===== src/rtl/lcs_pkg.sv =====
// ---------------------------------------------------------------------------
// lcs_pkg
// Types, constants and helpers shared by the contrast stretch block.
// ---------------------------------------------------------------------------
package lcs_pkg;

  localparam int PIX_W     = 8;
  localparam int OFF_W     = 9;
  localparam int NUM_W     = 2 * PIX_W;
  localparam int SUM_W     = OFF_W + 1;
  localparam int DIV_STEPS = PIX_W;
  localparam int STEP_W    = $clog2(DIV_STEPS);

  // item function codes
  localparam logic FUNC_LOAD  = 1'b0;
  localparam logic FUNC_DRAIN = 1'b1;

  // register map
  localparam logic REG_OFFSET = 1'b0;

  localparam logic signed [OFF_W-1:0] OFF_RESET = 9'sd50;
  localparam logic [PIX_W-1:0] MIN_RESET = 8'hFF;
  localparam logic [PIX_W-1:0] MAX_RESET = 8'h00;
  localparam logic [PIX_W-1:0] PIX_MAX   = 8'hFF;

  // divider status seen by the sequencer
  typedef struct packed {
    logic busy;
    logic last_step;
  } div_stat_t;

  // saturate a signed sum to one pixel
  function automatic logic [PIX_W-1:0] clamp_pix(input logic signed [SUM_W-1:0] v);
    logic [PIX_W-1:0] res;
    if (v < 0) begin
      res = '0;
    end else if (v > $signed({2'b00, PIX_MAX})) begin
      res = PIX_MAX;
    end else begin
      res = v[PIX_W-1:0];
    end
    return res;
  endfunction

endpackage


===== src/rtl/lcs_div.sv =====
// ---------------------------------------------------------------------------
// lcs_div
// Radix-2 restoring divider, one quotient bit per cycle. The quotient is
// known to fit in one pixel, so only the low byte of the dividend is walked.
// ---------------------------------------------------------------------------
module lcs_div import lcs_pkg::*; (
  input  logic             clk,
  input  logic             rst_n,
  input  logic             start,
  input  logic [NUM_W-1:0] num,
  input  logic [PIX_W-1:0] den,
  output div_stat_t        stat,
  output logic [PIX_W-1:0] quot
);

  logic              busy_r, busy_nxt;
  logic [STEP_W-1:0] cnt_r, cnt_nxt;
  logic [PIX_W-1:0]  rem_r, rem_nxt;
  logic [PIX_W-1:0]  q_r, q_nxt;
  logic [PIX_W-1:0]  den_r, den_nxt;
  logic [PIX_W:0]    trial;
  logic              ge;

  // one trial subtract per step
  always_comb begin
    trial    = {rem_r, q_r[PIX_W-1]};
    ge       = (trial >= {1'b0, den_r});
    busy_nxt = busy_r;
    cnt_nxt  = cnt_r;
    rem_nxt  = rem_r;
    q_nxt    = q_r;
    den_nxt  = den_r;
    if (start) begin
      busy_nxt = 1'b1;
      cnt_nxt  = '0;
      rem_nxt  = num[NUM_W-1:PIX_W];
      q_nxt    = num[PIX_W-1:0];
      den_nxt  = den;
    end else if (busy_r) begin
      rem_nxt = ge ? PIX_W'(trial - {1'b0, den_r}) : trial[PIX_W-1:0];
      q_nxt   = {q_r[PIX_W-2:0], ge};
      cnt_nxt = STEP_W'(cnt_r + 1'b1);
      if (cnt_r == STEP_W'(DIV_STEPS - 1)) begin
        busy_nxt = 1'b0;
      end
    end
  end

  // control registers
  always_ff @(posedge clk) begin
    if (!rst_n) begin
      busy_r <= 1'b0;
      cnt_r  <= '0;
    end else begin
      busy_r <= busy_nxt;
      cnt_r  <= cnt_nxt;
    end
  end

  // datapath registers
  always_ff @(posedge clk) begin
    rem_r <= rem_nxt;
    q_r   <= q_nxt;
    den_r <= den_nxt;
  end

  assign stat.busy      = busy_r;
  assign stat.last_step = busy_r && (cnt_r == STEP_W'(DIV_STEPS - 1));
  assign quot           = q_r;

endmodule


===== config.mk =====
export PLATFORM = sky130hd
export DESIGN_NAME = lcs_div
export DESIGN_NICKNAME = d
export VERILOG_FILES = /design/src/rtl/lcs_pkg.sv /design/src/rtl/lcs_div.sv
export SDC_FILE = /design/constraint.sdc
export NUM_CORES = 1
export LEC_CHECK = 0
export ABC_AREA = 0
export BUFFER_PORTS_ARGS = -buffer_cell sky130_fd_sc_hd__buf_4
export CORE_ASPECT_RATIO = 1.2
export CORE_UTILIZATION = 45
export CTS_BUF_LIST = sky130_fd_sc_hd__clkbuf_4 sky130_fd_sc_hd__clkbuf_8
export DETAILED_ROUTE_END_ITERATION = 12
export PLACE_DENSITY = 0.72
export SYNTH_ARGS = -nofsm -noshare
export SYNTH_HDL_FRONTEND = slang
export SYNTH_SLANG_ARGS = --single-unit

===== constraint.sdc =====
create_clock -name clk -period 5.1 [get_ports clk]
set_input_delay 0.51 -clock clk [delete_from_list [all_inputs] [get_ports clk]]
set_output_delay 0.51 -clock clk [all_outputs]
set_load 0.02 [all_outputs]

======== After elaboration in Yosys (flattened, before gate mapping) ========
Index checks and enable logic that the tools add are counted.
operators by class
  equal/unequal tests ..................... 1
  reduce and logical (&&, ||, !) cells .... 3
  bitwise operators ....................... 1
  order comparisons ....................... 1
  muxes and demuxes ....................... 8
  add/subtract/negate cells ............... 2
operator list
  cell                                         number
  2-to-1 mux 8 bit                             5
  greater-or-equal comparator 9 x 8 -> 1 bit   1
  subtractor 8 bit                             1
  adder 3 x 1 -> 3 bit, second input constant  1
  equality test 3 bit, second input constant   1
  2-to-1 mux 1 bit                             3
  nonzero test 2 bit                           1
  OR reduction 2 bit                           1
  logical AND 1 bit                            1
  NOT 1 bit                                    1
storage, ports and cells
  register bits ........................... 28
  word-level logic and storage cells ...... 21
  output and inout port bits .............. 10
  input bits .............................. 27

======== Longest topological paths before layout ========
Gate-level depths: netlist of the first run.
  depth in word-level cells ............... 4
  depth in mapped cells ................... 8
  gate-level depth less buffers ........... 8

======== Least setup slack after synthesis of the first run ========
No wires, ideal clock.
  path kind ............................... register -> register
  start ................................... reg q_r[7], in the netlist quot[7]
  end ..................................... reg rem_r[6], data pin
  buffers on the path ..................... 0
  stages on the path, launching flop included .. 9
  data arrival time ....................... 2.025 ns
  setup time .............................. 0.255 ns
  setup slack ............................. 2.820 ns
  clock period less this slack ............ 2.280 ns
  required time ........................... 4.845 ns
  cell sequence ........................... edfxtp_1 -> inv_1 -> ha_1 -> fa_1 -> nor2b_1 -> o31a_1 -> o21ai_0 -> a2111o_1 -> and3_1
on the way
  cells in the longest elaborated chain, start to end .. 4
ends and longest elaborated chain
  what                                                                                   line                          RTL
  start, declared                                                                        lcs_div.sv:19                 logic [PIX_W-1:0] q_r, q_nxt;
  start signal, assigned                                                                 lcs_div.sv:63                 q_r <= q_nxt;
  subtractor 8 bit / greater-or-equal comparator 9 x 8 -> 1 bit (equally long branches)  lcs_div.sv:40, lcs_div.sv:27
  2-to-1 mux 8 bit *                                                                     lcs_div.sv:40                 rem_nxt = ge ? PIX_W'(trial - {1'b0, den_r}) : trial[PIX_W-1:0];
  2-to-1 mux 8 bit *                                                                     lcs_div.sv:39                 end else if (busy_r) begin
  2-to-1 mux 8 bit *                                                                     lcs_div.sv:33                 if (start) begin
  net rem_nxt[6]                                                                         lcs_div.sv:18                 logic [PIX_W-1:0] rem_r, rem_nxt;
  end signal, assigned                                                                   lcs_div.sv:62                 rem_r <= rem_nxt;
  end, declared                                                                          lcs_div.sv:18
Mark *: on every way through the listed nets, which the timed path passes. The rest lies on a longest branch. The select of a mux whose other input is x is not followed.
A chain may end at the register's enable or synchronous reset.

======== Final worst setup path of the first run ========
  start ................................... reg rem_r[5]
  end ..................................... reg rem_r[4], data pin
on the way
  cells in the longest elaborated chain, start to end .. 4
ends and longest elaborated chain
  what                                        line           RTL
  greater-or-equal comparator 9 x 8 -> 1 bit  lcs_div.sv:27  ge = (trial >= {1'b0, den_r});
  2-to-1 mux 8 bit                            lcs_div.sv:40
  2-to-1 mux 8 bit                            lcs_div.sv:39
  2-to-1 mux 8 bit                            lcs_div.sv:33
  net rem_nxt[4]                              lcs_div.sv:18
The timed path passes the listed nets, and every way through them passes these cells. The select of a mux whose other input is x is not followed.

==> results of run 1 <==
kinds of logic (layout without fill, tap and decap cells):
| logic type | count (synthesis) | after routing |
|---|---|---|
| XOR/XNOR | 2 | 2 |
| AO/OA/AOI/OAI | 28 | 28 |
| multiplexers | 17 | 17 |
| buffers and inverters | 19 | 53 |
| flip-flops | 28 | 28 |
| AND/OR/NAND/NOR | 32 | 32 |
| adder cells (fa/ha/maj) | 11 | 11 |
stage by stage:
step,cells,util [%],power (W)
4_1_cts,208,57.4,0.000659
6_report,208,57.4,0.000659
5_1_grt,208,57.4,0.000698
3_5_place_dp,204,56.0,0.000538
3_3_place_gp,204,56.0,0.000530
2_1_floorplan,137,-,0.000483
state kept, by name, summed over array words and instances (netlist names):
name and count:
cnt_r 3, rem_r 8, busy_r 1, den_r 8, quot 8
metal layers:
metal	vias to the layer above	global-route usage [%]
li1	567	-
met1	513	20.5
met2	24	28.8
met3	2	2.68
met4	0	5.49
met5	-	0
final timing paths:
| kind | startpoint | endpoint | slack [ps] | cells after the start |
|---|---|---|---|---|
| worst max-delay path | rem_r[5] | rem_r[4] | 2380 | 6 |
| worst min-delay path | den[3] | den_r[3] | 400 | 1 |
| worst max register to register | rem_r[5] | rem_r[4] | 2380 | 6 |
| worst min register to register | cnt_r[2] | cnt_r[2] | 510 | 2 |
worst reg2reg max path, stage by stage, from the launching register on:
cell and delay (ps):
edfxtp_1 400, ha_1 380, a21o_1 210, a221o_1 360, a21oi_2 470, mux2_2 410, mux2_2 250
where the power goes:
group | internal [W] | total [W] | switching (W)
Clock | 0.0000540 | 0.000124 | 0.0000696
Combinational | 0.000118 | 0.000233 | 0.000115
Sequential | 0.000287 | 0.000303 | 0.0000152
Total | 0.000459 | 0.000659 | 0.000200
placed cells by master (no fill, tap or decap), types with 2 or more instances in the layout:
cell type	netlist	routed
xnor2_1	2	2
nor2b_1	7	7
mux2_2	13	13
o21a_1	3	3
nor3_1	3	3
nor2_1	5	5
edfxtp_1	24	24
dfxtp_1	4	4
nand2_1	3	3
inv_1	13	13
mux2i_1	4	4
nand2b_1	2	2
or2_2	2	2
buf_4	1	36
o21ai_0	6	6
ha_1	10	10
clkbuf_8	0	3
and3_1	2	2
a21o_1	2	2
a21oi_1	7	7
nand3_1	2	2
final cells by class:
type / count / area share, %
sequential: 28 / 41.5
multi-input combinational: 90 / 37.3
timing repair buffer: 36 / 14.0
inverter: 13 / 2.53
clock buffer: 3 / 2.14
tap: 37 / 2.40
clock inverter: 1 / 0.194
==> flow_metrics.tcl, run 1 <==
set metrics [dict create \
    antenna_found_initial 0 \
    fp-row-count 23 \
    slowest_stage "a21oi_2" \
    drc 0 \
    drt_pre_antenna_iters 4 \
    grt_overflow 0 \
    io_pins 37 \
    drv_cap 0 \
    place_hpwl_mm 2.10 \
    synth_ff_type "edfxtp_1" \
    grt_pass1_vias 1066 \
    holdWs_ps 404 \
    rsz0062_at_grt "no" \
    synth_compound_area_share_pct 11.8 \
    hp-class "input port to register" \
    syn_area_mm2 0.00160 \
    die_x_um 56.5 \
    area_growth_pct 20.4 \
    synthXorXnorAreaFrac_pct 1.09 \
    drive_gt1_share_pct 34.5 \
    async_reset_ff_share_pct 0 \
    cp.arrival_ps 2750 \
    cts.sinks 28 \
    route.detailed.wl_per_inst_um 13.9 \
    maxSlewHeadroom_pct 59.4 \
    multi_input_area_um2 721 \
    syn-num-nets 175 \
    synth_area_leaders "edfxtp_1, mux2_2, ha_1, dfxtp_1, inv_1" \
    p_per_area_mw_per_mm2 341 \
    netlist_instances 137 \
    postCtsSetupBuffers 0 \
    numCtsBuffers 3 \
    finalHoldViolations 0 \
    cp_max_fo 13 \
    grt_start_max_net_pins 37 \
    cts-root-buf "clkbuf_8" \
    setup_ws_ps 2380 \
    crit_family "compound AO/OA/AOI/OAI gates" \
    die_h_um 67.4 \
    diodes 0 \
    avgViaCountPerCell 5.32 \
    yosys_warnings 0 \
    cts.htree.levels 1 \
    cts_max_path_buffers 2 \
    yosys.area_share.simple_pct 11.4 \
    fin_area_mm2 0.00193 \
    cts_tree "done" \
    hold_buffers 0 \
    dr_wl_met2_mm 1.52 \
    synth-adder-area-share_pct 9.05 \
    wirelength_mm 2.90 \
    met3_length_um 91 \
    ys_ff_latch 28 \
    numPortBuffers 36 \
    place_ws_ps 2410 \
    setup_violations 0 \
    ys_types 40 \
    netlist.area_leader.share_pct 44.9 \
    p_leak_nw 0.836 \
    period_share_pct 53.3 \
    syn_avg_cell_area_um2 11.7 \
    tns_ps 0 \
    seq_area_frac_synth_pct 49.9 \
    setup.worst_path.class "register to register" \
    critPathBufInv 0 \
    synthMuxAreaShare_pct 11.6 \
    yosysMostFrequentCell "edfxtp_1" \
    clk_transition_reported_paths_ps 100 \
    outcome "complete, no violations" \
    start_util_pct 47.6 \
    period_needed_ps 2720 \
    synth_top_family_by_area "compound AO/OA/AOI/OAI gates" \
    fill_cells 282 \
    cp_cell_sequence "ha_1 -> a21o_1 -> a221o_1 -> a21oi_2 -> mux2_2 -> mux2_2" \
    ant_nets 0 \
    synth_top_cell_by_area "edfxtp_1" \
    slew_violations 0 \
    gr-usage-all-layers_pct 16.3 \
    worst_pin_slew_ps 608 \
    placed_area_mm2 0.00189 \
    grt_pass1_wl_mm 4.83 \
    ys_top_cells_by_count "edfxtp_1, inv_1, mux2_2" \
    insertion_delay_ps 270 \
    drt-met1-wl_mm 1.26 \
    critPathMaxStageDelay_ps 470 \
    vias 1106 \
    required_ps 5130 \
    seqCellArea_um2 801 \
    worst_setup_path_start_kind "register" \
    max_freq_ghz 0.368 \
    skew_ps 6.23 \
    crit_top_cell "mux2_2" \
    cts-resized-gates 0 \
    end_kind "register" \
    drt_iter0_drc 33 \
    synth-edff-count 24 \
    core_mm2 0.00337 \
    die-area_mm2 0.00381 \
    nets 210 \
    gp_congestion 0.870 \
    maxUsedRoutingLayer "met4" \
    ir_drop_v 0.000218 \
]
Power figures use the tool's default switching activity.
==> inputs of run 2 (changes only) <==
--- a/config.mk
+++ b/config.mk
@@ -5,13 +5,13 @@
 export SDC_FILE = /design/constraint.sdc
 export NUM_CORES = 1
 export LEC_CHECK = 0
-export ABC_AREA = 0
+export ABC_AREA = 1
 export BUFFER_PORTS_ARGS = -buffer_cell sky130_fd_sc_hd__buf_4
 export CORE_ASPECT_RATIO = 1.2
 export CORE_UTILIZATION = 45
 export CTS_BUF_LIST = sky130_fd_sc_hd__clkbuf_4 sky130_fd_sc_hd__clkbuf_8
 export DETAILED_ROUTE_END_ITERATION = 12
-export PLACE_DENSITY = 0.72
+export PLACE_DENSITY = 0.71
 export SYNTH_ARGS = -nofsm -noshare
 export SYNTH_HDL_FRONTEND = slang
 export SYNTH_SLANG_ARGS = --single-unit
==> constraint.sdc (replaced) <==
create_clock -name clk -period 2.56 [get_ports clk]
set_input_delay 0.256 -clock clk [delete_from_list [all_inputs] [get_ports clk]]
set_output_delay 0.256 -clock clk [all_outputs]
set_load 0.02 [all_outputs]
==> run 2 against run 1 <==
  * Global-route usage is 0.72 points higher
  * Die area rose by 7.2%
  * Non-clock buffer count did not move
  * Sequential power increased by 97%
  * First-iteration DRC count up 30%
  * Utilization is 0.42 points lower
  * Fmax is 49% higher
  * Combinational power up 120%
  * Total power up 110%
  * Largest power group unchanged
  * Sequential share of layout area decreased by 2.8 points
  * Count of clock-buffer cells in the layout is 1 higher
==> flow_metrics.tcl, run 2 <==
set metrics [dict create \
    outcome "complete, no violations" \
    synth_top_cell_by_area "edfxtp_1" \
    fp-row-count 24 \
    netlist.area_leader.share_pct 41.8 \
    finalHoldViolations 0 \
    ys_top_cells_by_count "nand2_1, edfxtp_1, inv_1" \
    clkPwrFrac_pct 19.7 \
    drt_pre_antenna_iters 4 \
    fill_cells 341 \
    cp_cell_sequence "ha_1 -> nand2_2 -> nor2_2 -> nand2_2 -> nor2_4 -> nor2_4 -> nand2_4 -> nand2_1 -> nand3_1 -> nand2_1" \
    yosysMostFrequentCell "nand2_1" \
    die_x_um 58.5 \
    wirelength_mm 3.09 \
    holdWs_ps 151 \
    avgViaCountPerCell 4.65 \
    nets 270 \
    place_ws_ps 741 \
    setup_violations 0 \
    die_h_um 69.8 \
    ys_ff_latch 28 \
    r2r_cells 10 \
    final_cell_mix "nand2_1, buf_4, edfxtp_1" \
    setup.worst_path.class "register to register" \
    p_int_w 0.000912 \
    slowest_stage "edfxtp_1" \
    grt_overflow 0 \
    vias 1316 \
    cts_tree "done" \
    clk_transition_reported_paths_ps 90 \
    grt_start_max_net_pins 26 \
    postCtsSetupBuffers 0 \
    p_per_area_mw_per_mm2 665 \
    drv_cap 0 \
    die-area_mm2 0.00408 \
    gp_congestion 0.830 \
    diodes 0 \
    seq_area_frac_synth_pct 46.5 \
    period_needed_ps 1830 \
    syn_avg_cell_area_um2 8.84 \
    area_growth_pct 20.1 \
    cts.htree.levels 1 \
    dp_cells 279 \
    power_frac_comb_pct 37.0 \
    maxSlewHeadroom_pct 56.0 \
    power_frac_seq_pct 43.3 \
    worst_pin_slew_ps 660 \
    hp-class "input port to register" \
    max_freq_ghz 0.547 \
    rsz0062_at_grt "no" \
    setup_ws_ps 733 \
    gr-usage-all-layers_pct 17.1 \
    placed_area_mm2 0.00201 \
    slew_violations 0 \
    hold_buffers 0 \
    insertion_delay_ps 270 \
    grt_pass1_vias 1294 \
    fin_area_mm2 0.00207 \
    tns_ps 0 \
    async_reset_ff_share_pct 0 \
    critPathMaxStageDelay_ps 430 \
    core_mm2 0.00363 \
    end_kind "register" \
    cp_max_fo 10 \
    io_pins 37 \
    p_sw_share_pct 33.8 \
    drive_gt1_share_pct 25.1 \
    ir_drop_v 0.000402 \
    p_leak_nw 1.01 \
    multi_input_area_um2 785 \
    netlist_instances 195 \
    numCtsBuffers 3 \
    required_ps 2600 \
    start_util_pct 47.4 \
    cts-root-buf "clkbuf_8" \
    synth_area_leaders "edfxtp_1, nand2_1, ha_1, dfxtp_1, inv_1" \
    yosys_warnings 0 \
    route.detailed.wl_per_inst_um 10.9 \
    worst_setup_path_start_kind "register" \
    p_switching_w 0.000465 \
    instances_no_fill 283 \
    ant_nets 0 \
    cts.sinks 28 \
    skew_ps 2.88 \
    cp.arrival_ps 1870 \
    synth_ff_type "edfxtp_1" \
    period_share_pct 71.4 \
    place_hpwl_mm 2.40 \
    syn-num-nets 233 \
    drc 0 \
    cts-resized-gates 0 \
    synth-edff-count 24 \
    numPortBuffers 36 \
    syn_area_mm2 0.00172 \
    hold-path-cell-count 1 \
    seqCellArea_um2 801 \
    ys_types 26 \
    cts_max_path_buffers 2 \
    antenna_found_initial 0 \
    final_common_cell "nand2_1" \
    drt_iter0_drc 43 \
    grt_pass1_wl_mm 5.37 \
]
==> run 2: cell count changes after synthesis, sizes merged, moves of 4 or more <==
cell and change:
nand2 +77, nand3 +14, mux2 -13, inv +9
nor2b -7, nand3b +6, o21ai -6, nor2 +5
mux2i -4
==> run 2: critical path, delay by kind of cell, from the launching register on <==
family	cells	cell delay [ps]
DFF	1	430
adders and majority gates	1	400
and+or+nand+nor	9	750
==> run 2: per-layer routing <==
metal  GRT usage, %  share of wire, %  vias to the layer above
met5              0                 0                        -
met4           7.14               1.7                        0
met3           1.87               2.8                        5
met2           28.9                49                       26
met1           21.8                47                      587
li1               -                 -                      698
==> run 2: path summary, 6_finish.rpt <==
check	startpoint	end	slack, ps
max	rem_r[2]	rem_r[2]	730
min	den[3]	den_r[3]	150
max reg2reg	rem_r[2]	rem_r[2]	730
min reg2reg	cnt_r[2]	cnt_r[2]	470
==> run 2: area by class of cell <==
class | instances | area share (%)
Clock buffer | 4 | 2.66
Inverter | 25 | 4.53
Multi-Input combinational cell | 138 | 37.9
Sequential cell | 28 | 38.7
Tap cell | 52 | 3.14
Timing Repair Buffer | 36 | 13.1
==> run 2: power groups by stage <==
| stage | clock [W] | sequential, W | combinational [W] |
|---|---|---|---|
| after CTS | 0.000278 | 0.000596 | 0.000515 |
| after detailed placement | 0 | 0.000604 | 0.000512 |
| after global placement | 0 | 0.000604 | 0.000506 |
| final | 0.000271 | 0.000596 | 0.000510 |
| after floorplan | 0 | 0.000614 | 0.000373 |
| after global routing | 0.000295 | 0.000601 | 0.000576 |
==> run 2: cells by family after synthesis <==
| family | Yosys count | share of synthesized area, % |
|---|---|---|
| XOR/XNOR | 4 | 2.03 |
| adder cells (fa/ha/maj) | 11 | 8.42 |
| AO/OA/AOI/OAI | 7 | 2.11 |
| AND/OR/NAND/NOR | 116 | 33.0 |
| flip-flops | 28 | 46.5 |
| buffers and inverters | 29 | 7.99 |
==> run 2: metrics by stage <==
step / power [W] / utilization, %
floorplan: 0.000987 / -
global placement: 0.00111 / 55.4
detailed placement: 0.00112 / 55.4
CTS: 0.00139 / 57.0
global route: 0.00147 / 57.0
finish: 0.00138 / 57.0
